`config.mk`:
```
export PLATFORM = sky130hd
export DESIGN_NAME = particle_integrate_and_fade
export DESIGN_NICKNAME = d
export VERILOG_FILES = /design/src/design/piaf_pkg.sv /design/src/design/piaf_ctrl.sv /design/src/design/piaf_datapath.sv /design/src/design/particle_integrate_and_fade.sv
export VERILOG_INCLUDE_DIRS = /design/src /design/src/design
export SDC_FILE = /design/constraint.sdc
export NUM_CORES = 2
export LEC_CHECK = 0
export BUFFER_PORTS_ARGS = -buffer_cell sky130_fd_sc_hd__buf_2
export CAP_MARGIN = 20
export CORE_UTILIZATION = 50
export CTS_BUF_LIST = sky130_fd_sc_hd__clkbuf_2 sky130_fd_sc_hd__clkbuf_4 sky130_fd_sc_hd__clkbuf_8
export CTS_CLUSTER_SIZE = 24
export DETAILED_ROUTE_END_ITERATION = 8
export PLACE_DENSITY = 0.77
export SYNTH_ARGS = -nofsm -noshare
export SYNTH_HDL_FRONTEND = slang
export SYNTH_SLANG_ARGS = --single-unit
```
`constraint.sdc`:
```
create_clock -name aclk -period 11.05 [get_ports aclk]
set_input_delay 2.21 -clock aclk [delete_from_list [all_inputs] [get_ports aclk]]
set_output_delay 2.21 -clock aclk [all_outputs]
set_load 0.1 [all_outputs]
```
`src/design/particle_integrate_and_fade_defines.svh`:
```
// ----------------------------------------------------------------------------
// Particle integrate and fade: assertion macros
// Shared concurrent assertion forms, clocked on the rising edge and
// disabled while the synchronous reset is low.
// ----------------------------------------------------------------------------
`ifndef PARTICLE_INTEGRATE_AND_FADE_DEFINES_SVH
`define PARTICLE_INTEGRATE_AND_FADE_DEFINES_SVH

// same-cycle implication
`define PIAF_ASSERT_NOW(lbl, clk, rstn, pre, post) \
    lbl: assert property (@(posedge clk) disable iff (!rstn) (pre) |-> (post)) \
        else $error("piaf: invariant violated");

// next-cycle implication
`define PIAF_ASSERT_NEXT(lbl, clk, rstn, pre, post) \
    lbl: assert property (@(posedge clk) disable iff (!rstn) (pre) |=> (post)) \
        else $error("piaf: sequence violated");

`endif

```
`src/design/piaf_pkg.sv`:
```
// ----------------------------------------------------------------------------
// Particle integrate and fade: package
// Widths, register indexes, operation codes and the command bundle shared
// by the controller and the datapath.
// ----------------------------------------------------------------------------
`default_nettype none

package piaf_pkg;

    localparam int COORD_BITS_DEF     = 16;
    localparam int TIME_FRAC_BITS_DEF = 12;

    localparam int DT_W         = 12;
    localparam int LIFE_TOTAL_W = 16;
    localparam int LIFE_W       = 17;
    localparam int VEC_W        = 48;
    localparam int COMP_W       = 16;
    localparam int CH_W         = 8;
    localparam int RGBA_W       = 32;
    localparam int RGB_W        = 24;

    localparam int CFG_ADDR_W = 3;
    localparam int CFG_DATA_W = 48;

    localparam int S_TDATA_W = 16;
    localparam int OUT_BITS  = 129;
    localparam int M_TDATA_W = 136;

    localparam logic MODE_SPAWN = 1'b0;
    localparam logic MODE_STEP  = 1'b1;

    localparam logic [CFG_ADDR_W-1:0] REG_LIFE_TOTAL     = 3'd0;
    localparam logic [CFG_ADDR_W-1:0] REG_SPAWN_POSITION = 3'd1;
    localparam logic [CFG_ADDR_W-1:0] REG_SPAWN_VELOCITY = 3'd2;
    localparam logic [CFG_ADDR_W-1:0] REG_ACCELERATION   = 3'd3;
    localparam logic [CFG_ADDR_W-1:0] REG_SCALE_BEGIN    = 3'd4;
    localparam logic [CFG_ADDR_W-1:0] REG_SCALE_FINAL    = 3'd5;
    localparam logic [CFG_ADDR_W-1:0] REG_COLOR_BEGIN    = 3'd6;
    localparam logic [CFG_ADDR_W-1:0] REG_COLOR_FINAL    = 3'd7;

    localparam int OP_W    = 4;
    localparam int NUM_OPS = 13;

    localparam logic [OP_W-1:0] OP_SCALE_X = 4'd0;
    localparam logic [OP_W-1:0] OP_SCALE_Y = 4'd1;
    localparam logic [OP_W-1:0] OP_SCALE_Z = 4'd2;
    localparam logic [OP_W-1:0] OP_RED     = 4'd3;
    localparam logic [OP_W-1:0] OP_GREEN   = 4'd4;
    localparam logic [OP_W-1:0] OP_BLUE    = 4'd5;
    localparam logic [OP_W-1:0] OP_ALPHA   = 4'd6;
    localparam logic [OP_W-1:0] OP_VEL_X   = 4'd7;
    localparam logic [OP_W-1:0] OP_VEL_Y   = 4'd8;
    localparam logic [OP_W-1:0] OP_VEL_Z   = 4'd9;
    localparam logic [OP_W-1:0] OP_POS_X   = 4'd10;
    localparam logic [OP_W-1:0] OP_POS_Y   = 4'd11;
    localparam logic [OP_W-1:0] OP_POS_Z   = 4'd12;

    localparam int KIND_W = 3;

    localparam logic [KIND_W-1:0] KIND_NONE  = 3'd0;
    localparam logic [KIND_W-1:0] KIND_SCALE = 3'd1;
    localparam logic [KIND_W-1:0] KIND_COLOR = 3'd2;
    localparam logic [KIND_W-1:0] KIND_ALPHA = 3'd3;
    localparam logic [KIND_W-1:0] KIND_VEL   = 3'd4;
    localparam logic [KIND_W-1:0] KIND_POS   = 3'd5;

    typedef struct packed {
        logic            accept;
        logic            spawn;
        logic            div_step;
        logic            issue;
        logic [OP_W-1:0] op;
        logic            finish;
        logic            finish_step;
    } piaf_cmd_t;

    function automatic logic [KIND_W-1:0] op_kind(input logic [OP_W-1:0] op);
        logic [KIND_W-1:0] kind;
        unique case (op) inside
            OP_SCALE_X, OP_SCALE_Y, OP_SCALE_Z: kind = KIND_SCALE;
            OP_RED, OP_GREEN, OP_BLUE:          kind = KIND_COLOR;
            OP_ALPHA:                           kind = KIND_ALPHA;
            OP_VEL_X, OP_VEL_Y, OP_VEL_Z:       kind = KIND_VEL;
            OP_POS_X, OP_POS_Y, OP_POS_Z:       kind = KIND_POS;
            default:                            kind = KIND_NONE;
        endcase
        return kind;
    endfunction

    function automatic logic [1:0] op_index(input logic [OP_W-1:0] op);
        logic [1:0] idx;
        unique case (op) inside
            OP_SCALE_Y, OP_GREEN, OP_VEL_Y, OP_POS_Y: idx = 2'd1;
            OP_SCALE_Z, OP_BLUE, OP_VEL_Z, OP_POS_Z:  idx = 2'd2;
            default:                                  idx = 2'd0;
        endcase
        return idx;
    endfunction

endpackage

`default_nettype wire

```
`src/design/piaf_ctrl.sv`:
```
// ----------------------------------------------------------------------------
// Particle integrate and fade: controller
// Sequences accept, life-fraction division, the shared multiply pass and
// the hand-off of each result to the output register.
// ----------------------------------------------------------------------------
`default_nettype none
`include "particle_integrate_and_fade_defines.svh"

module piaf_ctrl
    import piaf_pkg::*;
#(
    parameter int TIME_FRAC_BITS = TIME_FRAC_BITS_DEF
) (
    input  wire logic      aclk,
    input  wire logic      aresetn,
    input  wire logic      s_tvalid,
    input  wire logic      s_tuser,
    output logic           s_tready,
    output logic           m_tvalid,
    input  wire logic      m_tready,
    output piaf_cmd_t      cmd
);

    localparam logic [1:0] ST_IDLE = 2'd0;
    localparam logic [1:0] ST_DIV  = 2'd1;
    localparam logic [1:0] ST_MUL  = 2'd2;
    localparam logic [1:0] ST_FIN  = 2'd3;

    localparam int CNT_MAX = (TIME_FRAC_BITS > NUM_OPS) ? TIME_FRAC_BITS : NUM_OPS;
    localparam int CNT_W   = $clog2(CNT_MAX + 1);

    localparam logic [CNT_W-1:0] DIV_LAST = CNT_W'(TIME_FRAC_BITS - 1);
    localparam logic [CNT_W-1:0] MUL_LAST = CNT_W'(NUM_OPS);

    logic [1:0]       state_reg, state_next;
    logic [CNT_W-1:0] cnt_reg, cnt_next;
    logic             mode_reg, mode_next;
    logic             m_tvalid_reg, m_tvalid_next;
    logic             accept;
    logic             slot_free;

    assign s_tready  = (state_reg == ST_IDLE);
    assign m_tvalid  = m_tvalid_reg;
    assign accept    = s_tvalid && s_tready;
    assign slot_free = !m_tvalid_reg || m_tready;

    always_comb begin
        cmd.accept      = accept;
        cmd.spawn       = accept && (s_tuser == MODE_SPAWN);
        cmd.div_step    = (state_reg == ST_DIV);
        cmd.issue       = (state_reg == ST_MUL) && (cnt_reg < MUL_LAST);
        cmd.op          = cnt_reg[OP_W-1:0];
        cmd.finish      = (state_reg == ST_FIN) && slot_free;
        cmd.finish_step = (mode_reg == MODE_STEP);
    end

    always_comb begin
        state_next    = state_reg;
        cnt_next      = cnt_reg;
        mode_next     = mode_reg;
        m_tvalid_next = m_tvalid_reg;
        if (m_tready) begin
            m_tvalid_next = 1'b0;
        end
        if (cmd.finish) begin
            m_tvalid_next = 1'b1;
        end
        unique case (state_reg)
            ST_IDLE: begin
                if (accept) begin
                    mode_next  = s_tuser;
                    cnt_next   = '0;
                    state_next = (s_tuser == MODE_SPAWN) ? ST_FIN : ST_DIV;
                end
            end
            ST_DIV: begin
                if (cnt_reg == DIV_LAST) begin
                    cnt_next   = '0;
                    state_next = ST_MUL;
                end else begin
                    cnt_next = cnt_reg + 1'b1;
                end
            end
            ST_MUL: begin
                if (cnt_reg == MUL_LAST) begin
                    state_next = ST_FIN;
                end else begin
                    cnt_next = cnt_reg + 1'b1;
                end
            end
            ST_FIN: begin
                if (slot_free) begin
                    state_next = ST_IDLE;
                end
            end
            default: state_next = ST_IDLE;
        endcase
    end

    always_ff @(posedge aclk) begin
        if (!aresetn) begin
            state_reg    <= ST_IDLE;
            cnt_reg      <= '0;
            mode_reg     <= MODE_SPAWN;
            m_tvalid_reg <= 1'b0;
        end else begin
            state_reg    <= state_next;
            cnt_reg      <= cnt_next;
            mode_reg     <= mode_next;
            m_tvalid_reg <= m_tvalid_next;
        end
    end

    `PIAF_ASSERT_NEXT(a_accept_leaves_idle, aclk, aresetn, accept, state_reg != ST_IDLE)
    `PIAF_ASSERT_NOW(a_finish_slot_free, aclk, aresetn, cmd.finish, !m_tvalid_reg || m_tready)
    `PIAF_ASSERT_NEXT(a_finish_shows_result, aclk, aresetn, cmd.finish, m_tvalid_reg)
    `PIAF_ASSERT_NOW(a_mul_count_bound, aclk, aresetn, state_reg == ST_MUL, cnt_reg <= MUL_LAST)

endmodule

`default_nettype wire

```
`src/design/piaf_datapath.sv`:
```
// ----------------------------------------------------------------------------
// Particle integrate and fade: datapath
// Configuration registers, particle state, restoring divider for the life
// fraction, one shared multiplier with rounding write-back, output register.
// ----------------------------------------------------------------------------
`default_nettype none

module piaf_datapath
    import piaf_pkg::*;
#(
    parameter int COORD_BITS     = COORD_BITS_DEF,
    parameter int TIME_FRAC_BITS = TIME_FRAC_BITS_DEF
) (
    input  wire logic                  aclk,
    input  wire logic                  aresetn,
    input  wire logic                  cfg_wr_en,
    input  wire logic [CFG_ADDR_W-1:0] cfg_addr,
    input  wire logic [CFG_DATA_W-1:0] cfg_wdata,
    input  wire logic [DT_W-1:0]       in_dt,
    input  wire piaf_cmd_t             cmd,
    output logic [M_TDATA_W-1:0]       m_tdata
);

    localparam int FW    = TIME_FRAC_BITS + 1;
    localparam int MA    = (COORD_BITS > COMP_W + 2) ? COORD_BITS : COMP_W + 2;
    localparam int MB    = (FW > DT_W) ? FW : DT_W;
    localparam int PW    = MA + MB + 1;
    localparam int SW    = PW + 1;
    localparam int EXT_W = (COORD_BITS > COMP_W) ? COORD_BITS : COMP_W;
    localparam int PAD_W = M_TDATA_W - OUT_BITS;

    localparam logic [FW-1:0] F_ONE = {1'b1, {TIME_FRAC_BITS{1'b0}}};
    localparam logic signed [SW-1:0] RND_HALF = SW'(64'sd1 <<< (TIME_FRAC_BITS - 1));
    localparam logic signed [SW-1:0] SAT_HI = SW'((64'sd1 <<< (COORD_BITS - 1)) - 64'sd1);
    localparam logic signed [SW-1:0] SAT_LO = SW'(-(64'sd1 <<< (COORD_BITS - 1)));
    localparam logic signed [LIFE_W:0] LIFE_MIN = -18'sd65536;

    function automatic logic signed [COORD_BITS-1:0] sat_coord(input logic signed [SW-1:0] v);
        logic signed [COORD_BITS-1:0] r;
        if (v > SAT_HI) begin
            r = SAT_HI[COORD_BITS-1:0];
        end else if (v < SAT_LO) begin
            r = SAT_LO[COORD_BITS-1:0];
        end else begin
            r = v[COORD_BITS-1:0];
        end
        return r;
    endfunction

    logic [LIFE_TOTAL_W-1:0] life_total_reg;
    logic [VEC_W-1:0]        spawn_position_reg;
    logic [VEC_W-1:0]        spawn_velocity_reg;
    logic [VEC_W-1:0]        acceleration_reg;
    logic [VEC_W-1:0]        scale_begin_reg;
    logic [VEC_W-1:0]        scale_final_reg;
    logic [RGBA_W-1:0]       color_begin_reg;
    logic [RGB_W-1:0]        color_final_reg;

    logic signed [LIFE_W-1:0]     life_reg;
    logic [LIFE_TOTAL_W-1:0]      start_reg;
    logic signed [COORD_BITS-1:0] pos_reg [3];
    logic signed [COORD_BITS-1:0] vel_reg [3];

    logic [DT_W-1:0]           dt_reg;
    logic [LIFE_TOTAL_W-1:0]   rem_reg;
    logic [TIME_FRAC_BITS-1:0] q_reg;
    logic signed [PW-1:0]      prod_reg;
    logic                      wb_valid_reg;
    logic [OP_W-1:0]           wb_op_reg;
    logic [COMP_W-1:0]         size_reg [3];
    logic [CH_W-1:0]           color_reg [4];
    logic [M_TDATA_W-1:0]      m_tdata_reg;

    logic signed [LIFE_W-1:0]   life_diff;
    logic                       spec_one;
    logic                       spec_zero;
    logic [LIFE_TOTAL_W:0]      rem_sh;
    logic [LIFE_TOTAL_W:0]      rem_sub;
    logic                       rem_ge;
    logic [FW-1:0]              f_val;

    logic [KIND_W-1:0]          kind_i;
    logic [1:0]                 idx_i;
    logic signed [COMP_W:0]     lerp_a;
    logic signed [COMP_W:0]     lerp_b;
    logic signed [MA-1:0]       mul_a;
    logic [MB-1:0]              mul_b;
    logic signed [PW-1:0]       prod_next;

    logic [KIND_W-1:0]          kind_w;
    logic [1:0]                 idx_w;
    logic signed [SW-1:0]       rnd_w;
    logic signed [SW-1:0]       base_w;
    logic signed [SW-1:0]       sum_w;

    logic signed [LIFE_W:0]     life_dec;
    logic signed [LIFE_W-1:0]   life_new;
    logic                       alive;
    logic [COMP_W-1:0]          pos_out [3];
    logic [EXT_W-1:0]           pos_ext [3];

    // life fraction set-up and restoring division step
    assign life_diff = $signed({1'b0, start_reg}) - life_reg;
    assign spec_one  = (start_reg == '0) || (life_reg <= 0);
    assign spec_zero = (life_reg >= $signed({1'b0, start_reg}));
    assign rem_sh    = {rem_reg, 1'b0};
    assign rem_ge    = (rem_sh >= {1'b0, start_reg});
    assign rem_sub   = rem_sh - {1'b0, start_reg};
    assign f_val     = spec_one ? F_ONE : (spec_zero ? '0 : {1'b0, q_reg});

    // operand select for the issued operation
    always_comb begin
        kind_i = op_kind(cmd.op);
        idx_i  = op_index(cmd.op);
        lerp_a = '0;
        lerp_b = '0;
        case (kind_i)
            KIND_SCALE: begin
                lerp_a = (COMP_W + 1)'($signed(scale_begin_reg[{idx_i, 4'b0000} +: COMP_W]));
                lerp_b = (COMP_W + 1)'($signed(scale_final_reg[{idx_i, 4'b0000} +: COMP_W]));
            end
            KIND_COLOR: begin
                lerp_a = $signed({9'b0, color_begin_reg[5'd24 - {idx_i, 3'b000} +: CH_W]});
                lerp_b = $signed({9'b0, color_final_reg[5'd16 - {idx_i, 3'b000} +: CH_W]});
            end
            KIND_ALPHA: begin
                lerp_a = $signed({9'b0, color_begin_reg[CH_W-1:0]});
                lerp_b = '0;
            end
            default: ;
        endcase
        case (kind_i)
            KIND_VEL: begin
                mul_a = MA'($signed(acceleration_reg[{idx_i, 4'b0000} +: COMP_W]));
                mul_b = MB'(dt_reg);
            end
            KIND_POS: begin
                mul_a = MA'(vel_reg[idx_i]);
                mul_b = MB'(dt_reg);
            end
            default: begin
                mul_a = MA'(lerp_b) - MA'(lerp_a);
                mul_b = MB'(f_val);
            end
        endcase
        prod_next = mul_a * $signed({1'b0, mul_b});
    end

    // rounding write-back of the previous product
    always_comb begin
        kind_w = op_kind(wb_op_reg);
        idx_w  = op_index(wb_op_reg);
        rnd_w  = (SW'(prod_reg) + RND_HALF) >>> TIME_FRAC_BITS;
        case (kind_w)
            KIND_SCALE: base_w = SW'($signed(scale_begin_reg[{idx_w, 4'b0000} +: COMP_W]));
            KIND_COLOR: base_w = SW'($signed({1'b0,
                                     color_begin_reg[5'd24 - {idx_w, 3'b000} +: CH_W]}));
            KIND_ALPHA: base_w = SW'($signed({1'b0, color_begin_reg[CH_W-1:0]}));
            KIND_VEL:   base_w = SW'(vel_reg[idx_w]);
            KIND_POS:   base_w = SW'(pos_reg[idx_w]);
            default:    base_w = '0;
        endcase
        sum_w = base_w + rnd_w;
    end

    // life update and output formatting
    always_comb begin
        life_dec = (LIFE_W + 1)'(life_reg) - $signed({6'b0, dt_reg});
        if (life_dec < LIFE_MIN) begin
            life_new = LIFE_MIN[LIFE_W-1:0];
        end else begin
            life_new = life_dec[LIFE_W-1:0];
        end
        alive = cmd.finish_step ? !life_new[LIFE_W-1] : 1'b1;
        for (int k = 0; k < 3; k++) begin
            pos_ext[k] = EXT_W'(pos_reg[k]);
            pos_out[k] = pos_ext[k][COMP_W-1:0];
        end
    end

    always_ff @(posedge aclk) begin
        if (!aresetn) begin
            life_total_reg     <= LIFE_TOTAL_W'(4096);
            spawn_position_reg <= '0;
            spawn_velocity_reg <= '0;
            acceleration_reg   <= '0;
            scale_begin_reg    <= '0;
            scale_final_reg    <= '0;
            color_begin_reg    <= '1;
            color_final_reg    <= '0;
            life_reg           <= '0;
            start_reg          <= '0;
            wb_valid_reg       <= 1'b0;
            for (int k = 0; k < 3; k++) begin
                pos_reg[k] <= '0;
                vel_reg[k] <= '0;
            end
        end else begin
            if (cfg_wr_en) begin
                unique case (cfg_addr)
                    REG_LIFE_TOTAL:     life_total_reg     <= cfg_wdata[LIFE_TOTAL_W-1:0];
                    REG_SPAWN_POSITION: spawn_position_reg <= cfg_wdata[VEC_W-1:0];
                    REG_SPAWN_VELOCITY: spawn_velocity_reg <= cfg_wdata[VEC_W-1:0];
                    REG_ACCELERATION:   acceleration_reg   <= cfg_wdata[VEC_W-1:0];
                    REG_SCALE_BEGIN:    scale_begin_reg    <= cfg_wdata[VEC_W-1:0];
                    REG_SCALE_FINAL:    scale_final_reg    <= cfg_wdata[VEC_W-1:0];
                    REG_COLOR_BEGIN:    color_begin_reg    <= cfg_wdata[RGBA_W-1:0];
                    REG_COLOR_FINAL:    color_final_reg    <= cfg_wdata[RGB_W-1:0];
                    default: ;
                endcase
            end
            wb_valid_reg <= cmd.issue;
            if (cmd.spawn) begin
                life_reg  <= $signed({1'b0, life_total_reg});
                start_reg <= life_total_reg;
                for (int k = 0; k < 3; k++) begin
                    pos_reg[k] <= sat_coord(SW'($signed(spawn_position_reg[16*k +: COMP_W])));
                    vel_reg[k] <= sat_coord(SW'($signed(spawn_velocity_reg[16*k +: COMP_W])));
                end
            end
            if (wb_valid_reg) begin
                case (kind_w)
                    KIND_VEL: vel_reg[idx_w] <= sat_coord(sum_w);
                    KIND_POS: pos_reg[idx_w] <= sat_coord(sum_w);
                    default: ;
                endcase
            end
            if (cmd.finish && cmd.finish_step) begin
                life_reg <= life_new;
            end
        end
    end

    always_ff @(posedge aclk) begin
        if (cmd.accept) begin
            dt_reg  <= in_dt;
            rem_reg <= life_diff[LIFE_TOTAL_W-1:0];
            q_reg   <= '0;
        end else if (cmd.div_step) begin
            rem_reg <= rem_ge ? rem_sub[LIFE_TOTAL_W-1:0] : rem_sh[LIFE_TOTAL_W-1:0];
            q_reg   <= {q_reg[TIME_FRAC_BITS-2:0], rem_ge};
        end
        if (cmd.issue) begin
            prod_reg  <= prod_next;
            wb_op_reg <= cmd.op;
        end
        if (cmd.spawn) begin
            for (int k = 0; k < 3; k++) begin
                size_reg[k] <= scale_begin_reg[16*k +: COMP_W];
            end
            for (int k = 0; k < 4; k++) begin
                color_reg[k] <= color_begin_reg[24 - 8*k +: CH_W];
            end
        end
        if (wb_valid_reg) begin
            case (kind_w)
                KIND_SCALE: size_reg[idx_w]  <= sum_w[COMP_W-1:0];
                KIND_COLOR: color_reg[idx_w] <= sum_w[CH_W-1:0];
                KIND_ALPHA: color_reg[3]     <= sum_w[CH_W-1:0];
                default: ;
            endcase
        end
        if (cmd.finish) begin
            m_tdata_reg <= {PAD_W'(0), alive,
                            color_reg[3], color_reg[2], color_reg[1], color_reg[0],
                            size_reg[2], size_reg[1], size_reg[0],
                            pos_out[2], pos_out[1], pos_out[0]};
        end
    end

    assign m_tdata = m_tdata_reg;

endmodule

`default_nettype wire

```
`src/design/particle_integrate_and_fade.sv`:
```
// ----------------------------------------------------------------------------
// Particle integrate and fade
// One particle: spawn from configuration, or step by delta time with life
// fraction, scale and color lerp, and saturating Euler integration.
//
//   Channel  Direction  Payload
//   s_       in         tdata: delta_time; tuser: mode (0 spawn, 1 step)
//   m_       out        tdata: position, size, RGBA color, alive flag
//   cfg_     in         register index and write data, no read-back
//
// A spawn goes from accept straight to the finish state. A step runs the
// divider, one quotient bit a cycle, then 13 products on the shared
// multiplier with a registered write-back of each, then the finish state,
// which raises m_tvalid; the next accept waits until the block is idle.
// Reset is synchronous and clears state and control; no clearing pass.
// s_tready is high only while idle; the finish cycle waits for a held result.
// ----------------------------------------------------------------------------
`default_nettype none

module particle_integrate_and_fade
    import piaf_pkg::*;
#(
    parameter int COORD_BITS     = COORD_BITS_DEF,
    parameter int TIME_FRAC_BITS = TIME_FRAC_BITS_DEF
) (
    input  wire logic                  aclk,
    input  wire logic                  aresetn,

    input  wire logic                  cfg_wr_en,
    input  wire logic [CFG_ADDR_W-1:0] cfg_addr,
    input  wire logic [CFG_DATA_W-1:0] cfg_wdata,

    input  wire logic                  s_tvalid,
    output logic                       s_tready,
    input  wire logic [S_TDATA_W-1:0]  s_tdata,  // delta_time[11:0], zero pad
    input  wire logic                  s_tuser,  // mode

    output logic                       m_tvalid,
    input  wire logic                  m_tready,
    output logic [M_TDATA_W-1:0]       m_tdata   // pos_x, pos_y, pos_z, size_x, size_y,
                                                 // size_z, red, green, blue, alpha,
                                                 // alive, zero pad
);

    piaf_cmd_t cmd;
    logic      unused_pad;

    assign unused_pad = ^s_tdata[S_TDATA_W-1:DT_W];

    piaf_ctrl #(
        .TIME_FRAC_BITS(TIME_FRAC_BITS)
    ) u_ctrl (
        .aclk     (aclk),
        .aresetn  (aresetn),
        .s_tvalid (s_tvalid),
        .s_tuser  (s_tuser),
        .s_tready (s_tready),
        .m_tvalid (m_tvalid),
        .m_tready (m_tready),
        .cmd      (cmd)
    );

    piaf_datapath #(
        .COORD_BITS    (COORD_BITS),
        .TIME_FRAC_BITS(TIME_FRAC_BITS)
    ) u_datapath (
        .aclk     (aclk),
        .aresetn  (aresetn),
        .cfg_wr_en(cfg_wr_en),
        .cfg_addr (cfg_addr),
        .cfg_wdata(cfg_wdata),
        .in_dt    (s_tdata[DT_W-1:0]),
        .cmd      (cmd),
        .m_tdata  (m_tdata)
    );

endmodule

`default_nettype wire

```
==> impl_metrics.env <==
export IMPL_outcome="complete, no violations"
export IMPL_grt_first_pass_wirelength_um=222500
export IMPL_clock_skew_ps=71.06
export IMPL_place_gp_congestion=1.018
export IMPL_cts_num_sinks=740
export IMPL_start_kind="flop"
export IMPL_finalCritPeriodShare=0.9661
export IMPL_rrSetupSlack_ps=370
export IMPL_worst_hold_slack_ps=417.6
export IMPL_crit_path_end_kind="flop"
export IMPL_p_int_mw=6.352
export IMPL_r2r_start="u_ctrl.cnt_reg[1]$_SDFFE_PN0P_"
export IMPL_final_nets=5730
export IMPL_dp_final_hpwl_um=108600
export IMPL_antenna_found_initial=4
export IMPL_synth_area_leaders="edfxtp_1 (26%), dfxtp_1 (17%), nand2_1 (11%), fa_1 (10%), a21oi_1 (5.7%)"
export IMPL_crit_fanout=6
export IMPL_clk_pin_slew_ps=60
export IMPL_p_total_mw=11.34
export IMPL_synth_area_mm2=0.04398
export IMPL_pre_cts_ws_ps=153.5
export IMPL_critPathArrivalTime_ps=11320
export IMPL_vias_per_cell=5.952
export IMPL_antenna_left=0
export IMPL_start_util=0.5062
export IMPL_p_sw_mw=4.989
export IMPL_cts_tree="yes"
export IMPL_powerDensity_mw_per_mm2=227.3
export IMPL_crit_type="flop to flop"
export IMPL_min_period_ps=10680
export IMPL_synth_top_cell_area_share=0.2553
export IMPL_syn_inst=4984
export IMPL_finalHoldViolations=0
export IMPL_synthFlopType="edfxtp_1"
export IMPL_core_area_mm2=0.08689
export IMPL_place_inst=6269
export IMPL_synth_edf_count=374
export IMPL_num_rows=108
export IMPL_layout_cells_non_filler=6509
export IMPL_boundaryPins=211
export IMPL_die_h_um=298.6
export IMPL_worstPathRequired_ps=11690
export IMPL_p_leak_nw=20.23
export IMPL_via_count=38740
export IMPL_setup_ws_ps=374.3
export IMPL_synth_warnings=0
export IMPL_port_buffers=199
export IMPL_pwr_share_seq=0.306
export IMPL_grt_max_degree=112
export IMPL_fill_cells=7457
export IMPL_routed_wl_um=151500
export IMPL_path_common_cell="fa_1"
export IMPL_slowest_stage="fa_1"
export IMPL_post_drt_wl_per_cell_um=23.27
export IMPL_clk_latency_ps=810
export IMPL_cts_buffers=118
export IMPL_yosysUniqueCellTypes=93
export IMPL_first_pass_iters=6
export IMPL_vdd_drop_max_uv=194.1
export IMPL_slew_headroom=0.2690
export IMPL_ctsHoldBuffers=0
export IMPL_grt_ovfl_total=0
export IMPL_ys_seq_area_frac=0.4219
export IMPL_reg2reg_to="u_datapath.prod_reg[31]$_DFFE_PP_"
export IMPL_htree_levels=3
export IMPL_min_path_type="flop to flop"
export IMPL_pwr_share_comb=0.472
export IMPL_synth_area_per_cell_um2=8.825
export IMPL_max_cap_viol_count=0
export IMPL_die_w_um=298.6
export IMPL_grt_usage=0.3326
export IMPL_max_freq_ghz=0.09367
export IMPL_root_buffer="clkbuf_8"
export IMPL_setup_tns_ps=0
export IMPL_slew_violations=0
export IMPL_ys_seq_elements=740
export IMPL_synth_top_area_cell="edfxtp_1"
export IMPL_design_die_area_mm2=0.08916
export IMPL_clkPwrFrac=0.222
export IMPL_netSwitchingFraction=0.4399
export IMPL_stdcell_area_mm2=0.04989
export IMPL_dpl_cell_area_mm2=0.04706
export IMPL_drive_gt1_frac=0.1313
export IMPL_clock_path_buffers=3
export IMPL_area_delta_synth_final_pct=13.43
export IMPL_worstRegToRegCells=48
export IMPL_largest_reg_flops=127
export IMPL_hold_end="m_tdata[52]$_DFFE_PP_"
export IMPL_synthArstFlopShare=0
export IMPL_drt_iter0_drc=5652
export IMPL_first_global_vias=36000
export IMPL_min_path_cells=0
export IMPL_crit_path_max_incr_delay_ps=550
export IMPL_tightest_slew_ps=1091
export IMPL_drc=0
export IMPL_min_from="u_datapath.size_reg[0][4]$_DFFE_PP_"
export IMPL_finalSetupViolations=0
export IMPL_final_util=0.5742
[cell usage in the layout, fill, tap and decap left out, types with 194 or more instances in the layout]
master	n
fa_1	223
nor2_1	253
buf_2	200
o21ai_0	258
inv_1	365
dfxtp_1	364
a21oi_1	493
nand2_1	1251
buf_4	194
edfxtp_1	374
[cells in the mapped netlist (all sizes together), types with 10 or more instances]
cell    count
a211oi     36
a21boi     12
a21o       47
a21oi     500
a221oi     23
a22o       21
a22oi      27
a311oi     15
a31oi      30
and2       39
and3       20
buf        45
clkbuf    237
dfxtp     366
edfxtp    374
fa        224
ha        186
inv       369
mux2       10
mux2i      31
nand2    1251
nand2b     43
nand3     119
nand4      21
nor2      261
nor2b      48
nor3       42
nor4       10
o211ai     14
o21a       24
o21ai     279
o21bai     11
o22ai      26
o31ai      11
or2        17
or3        10
xnor2      71
xor2       38
[timing repair]
item / in CTS / in global routing
setup endpoints to repair: 0 / 17
resized for setup: 0 / 35
hold endpoints to repair: 0 / 0
buffers inserted: 0 / 11
[kinds of logic (layout without fill, tap and decap cells)]
| logic type | count (synthesis) | in the layout | share of synthesized area |
|---|---|---|---|
| fa+ha+maj | 410 | 410 | 0.1549 |
| compound gates | 1127 | 1127 | 0.1528 |
| mux | 41 | 41 | 0.009785 |
| xor+xnor | 109 | 109 | 0.02170 |
| flops | 740 | 740 | 0.4219 |
| buf+inv | 652 | 993 | 0.05721 |
| other cells | 1 | 30 | 0.00008526 |
| simple gates | 1904 | 1904 | 0.1816 |
[layer usage]
metal,vias up,global-route usage,part of all wire
li1,17350,-,-
met1,18370,0.4447,0.38
met2,2556,0.4866,0.42
met3,475,0.09742,0.14
met4,2,0.1772,0.059
met5,-,0,0.000086
[worst max-delay path by stage]
stage                                              start                                end  slack, ps  cells past startpoint
after floorplan           u_ctrl.cnt_reg[0]$_SDFFE_PN0P_  u_datapath.prod_reg[31]$_DFFE_PP_         10                     52
after global placement    u_ctrl.cnt_reg[0]$_SDFFE_PN0P_  u_datapath.prod_reg[31]$_DFFE_PP_        320                     44
final                     u_ctrl.cnt_reg[1]$_SDFFE_PN0P_  u_datapath.prod_reg[31]$_DFFE_PP_        370                     48
after CTS                 u_ctrl.cnt_reg[0]$_SDFFE_PN0P_  u_datapath.prod_reg[31]$_DFFE_PP_        100                     45
after detailed placement  u_ctrl.cnt_reg[0]$_SDFFE_PN0P_  u_datapath.prod_reg[31]$_DFFE_PP_        150                     45
after global routing      u_ctrl.cnt_reg[1]$_SDFFE_PN0P_  u_datapath.prod_reg[24]$_DFFE_PP_        -50                     49
[power groups by stage]
| stage | Clock [mW] | Combinational [mW] | Sequential [mW] |
|---|---|---|---|
| floorplan | 0 | 2.82 | 3.79 |
| global placement | 0 | 5.04 | 3.51 |
| detailed placement | 0 | 5.12 | 3.52 |
| CTS | 2.53 | 5.14 | 3.47 |
| global route | 2.65 | 5.63 | 3.49 |
| finish | 2.51 | 5.36 | 3.47 |
[area by class of cell]
class                           instances  area (um^2)  share of cell area
Multi-Input combinational cell       3614        23290              0.4668
Sequential cell                       740        18570              0.3721
Timing Repair Buffer                  403         2645             0.05302
Clock buffer                          179         2151             0.04311
Tap cell                             1155         1445             0.02897
Inverter                              370         1396             0.02799
Clock inverter                         41        379.1            0.007599
Antenna cell                            7        17.52           0.0003511
[worst max-delay path: cells and delay by family, from the launching register on]
family / cells / cell delay (ps)
flops: 1 / 370
simple gates: 4 / 600
buf+inv: 11 / 1230
compound gates: 22 / 3890
xor+xnor: 1 / 210
fa+ha+maj: 10 / 4210
No activity file was read; power rests on OpenSTA's default activity.
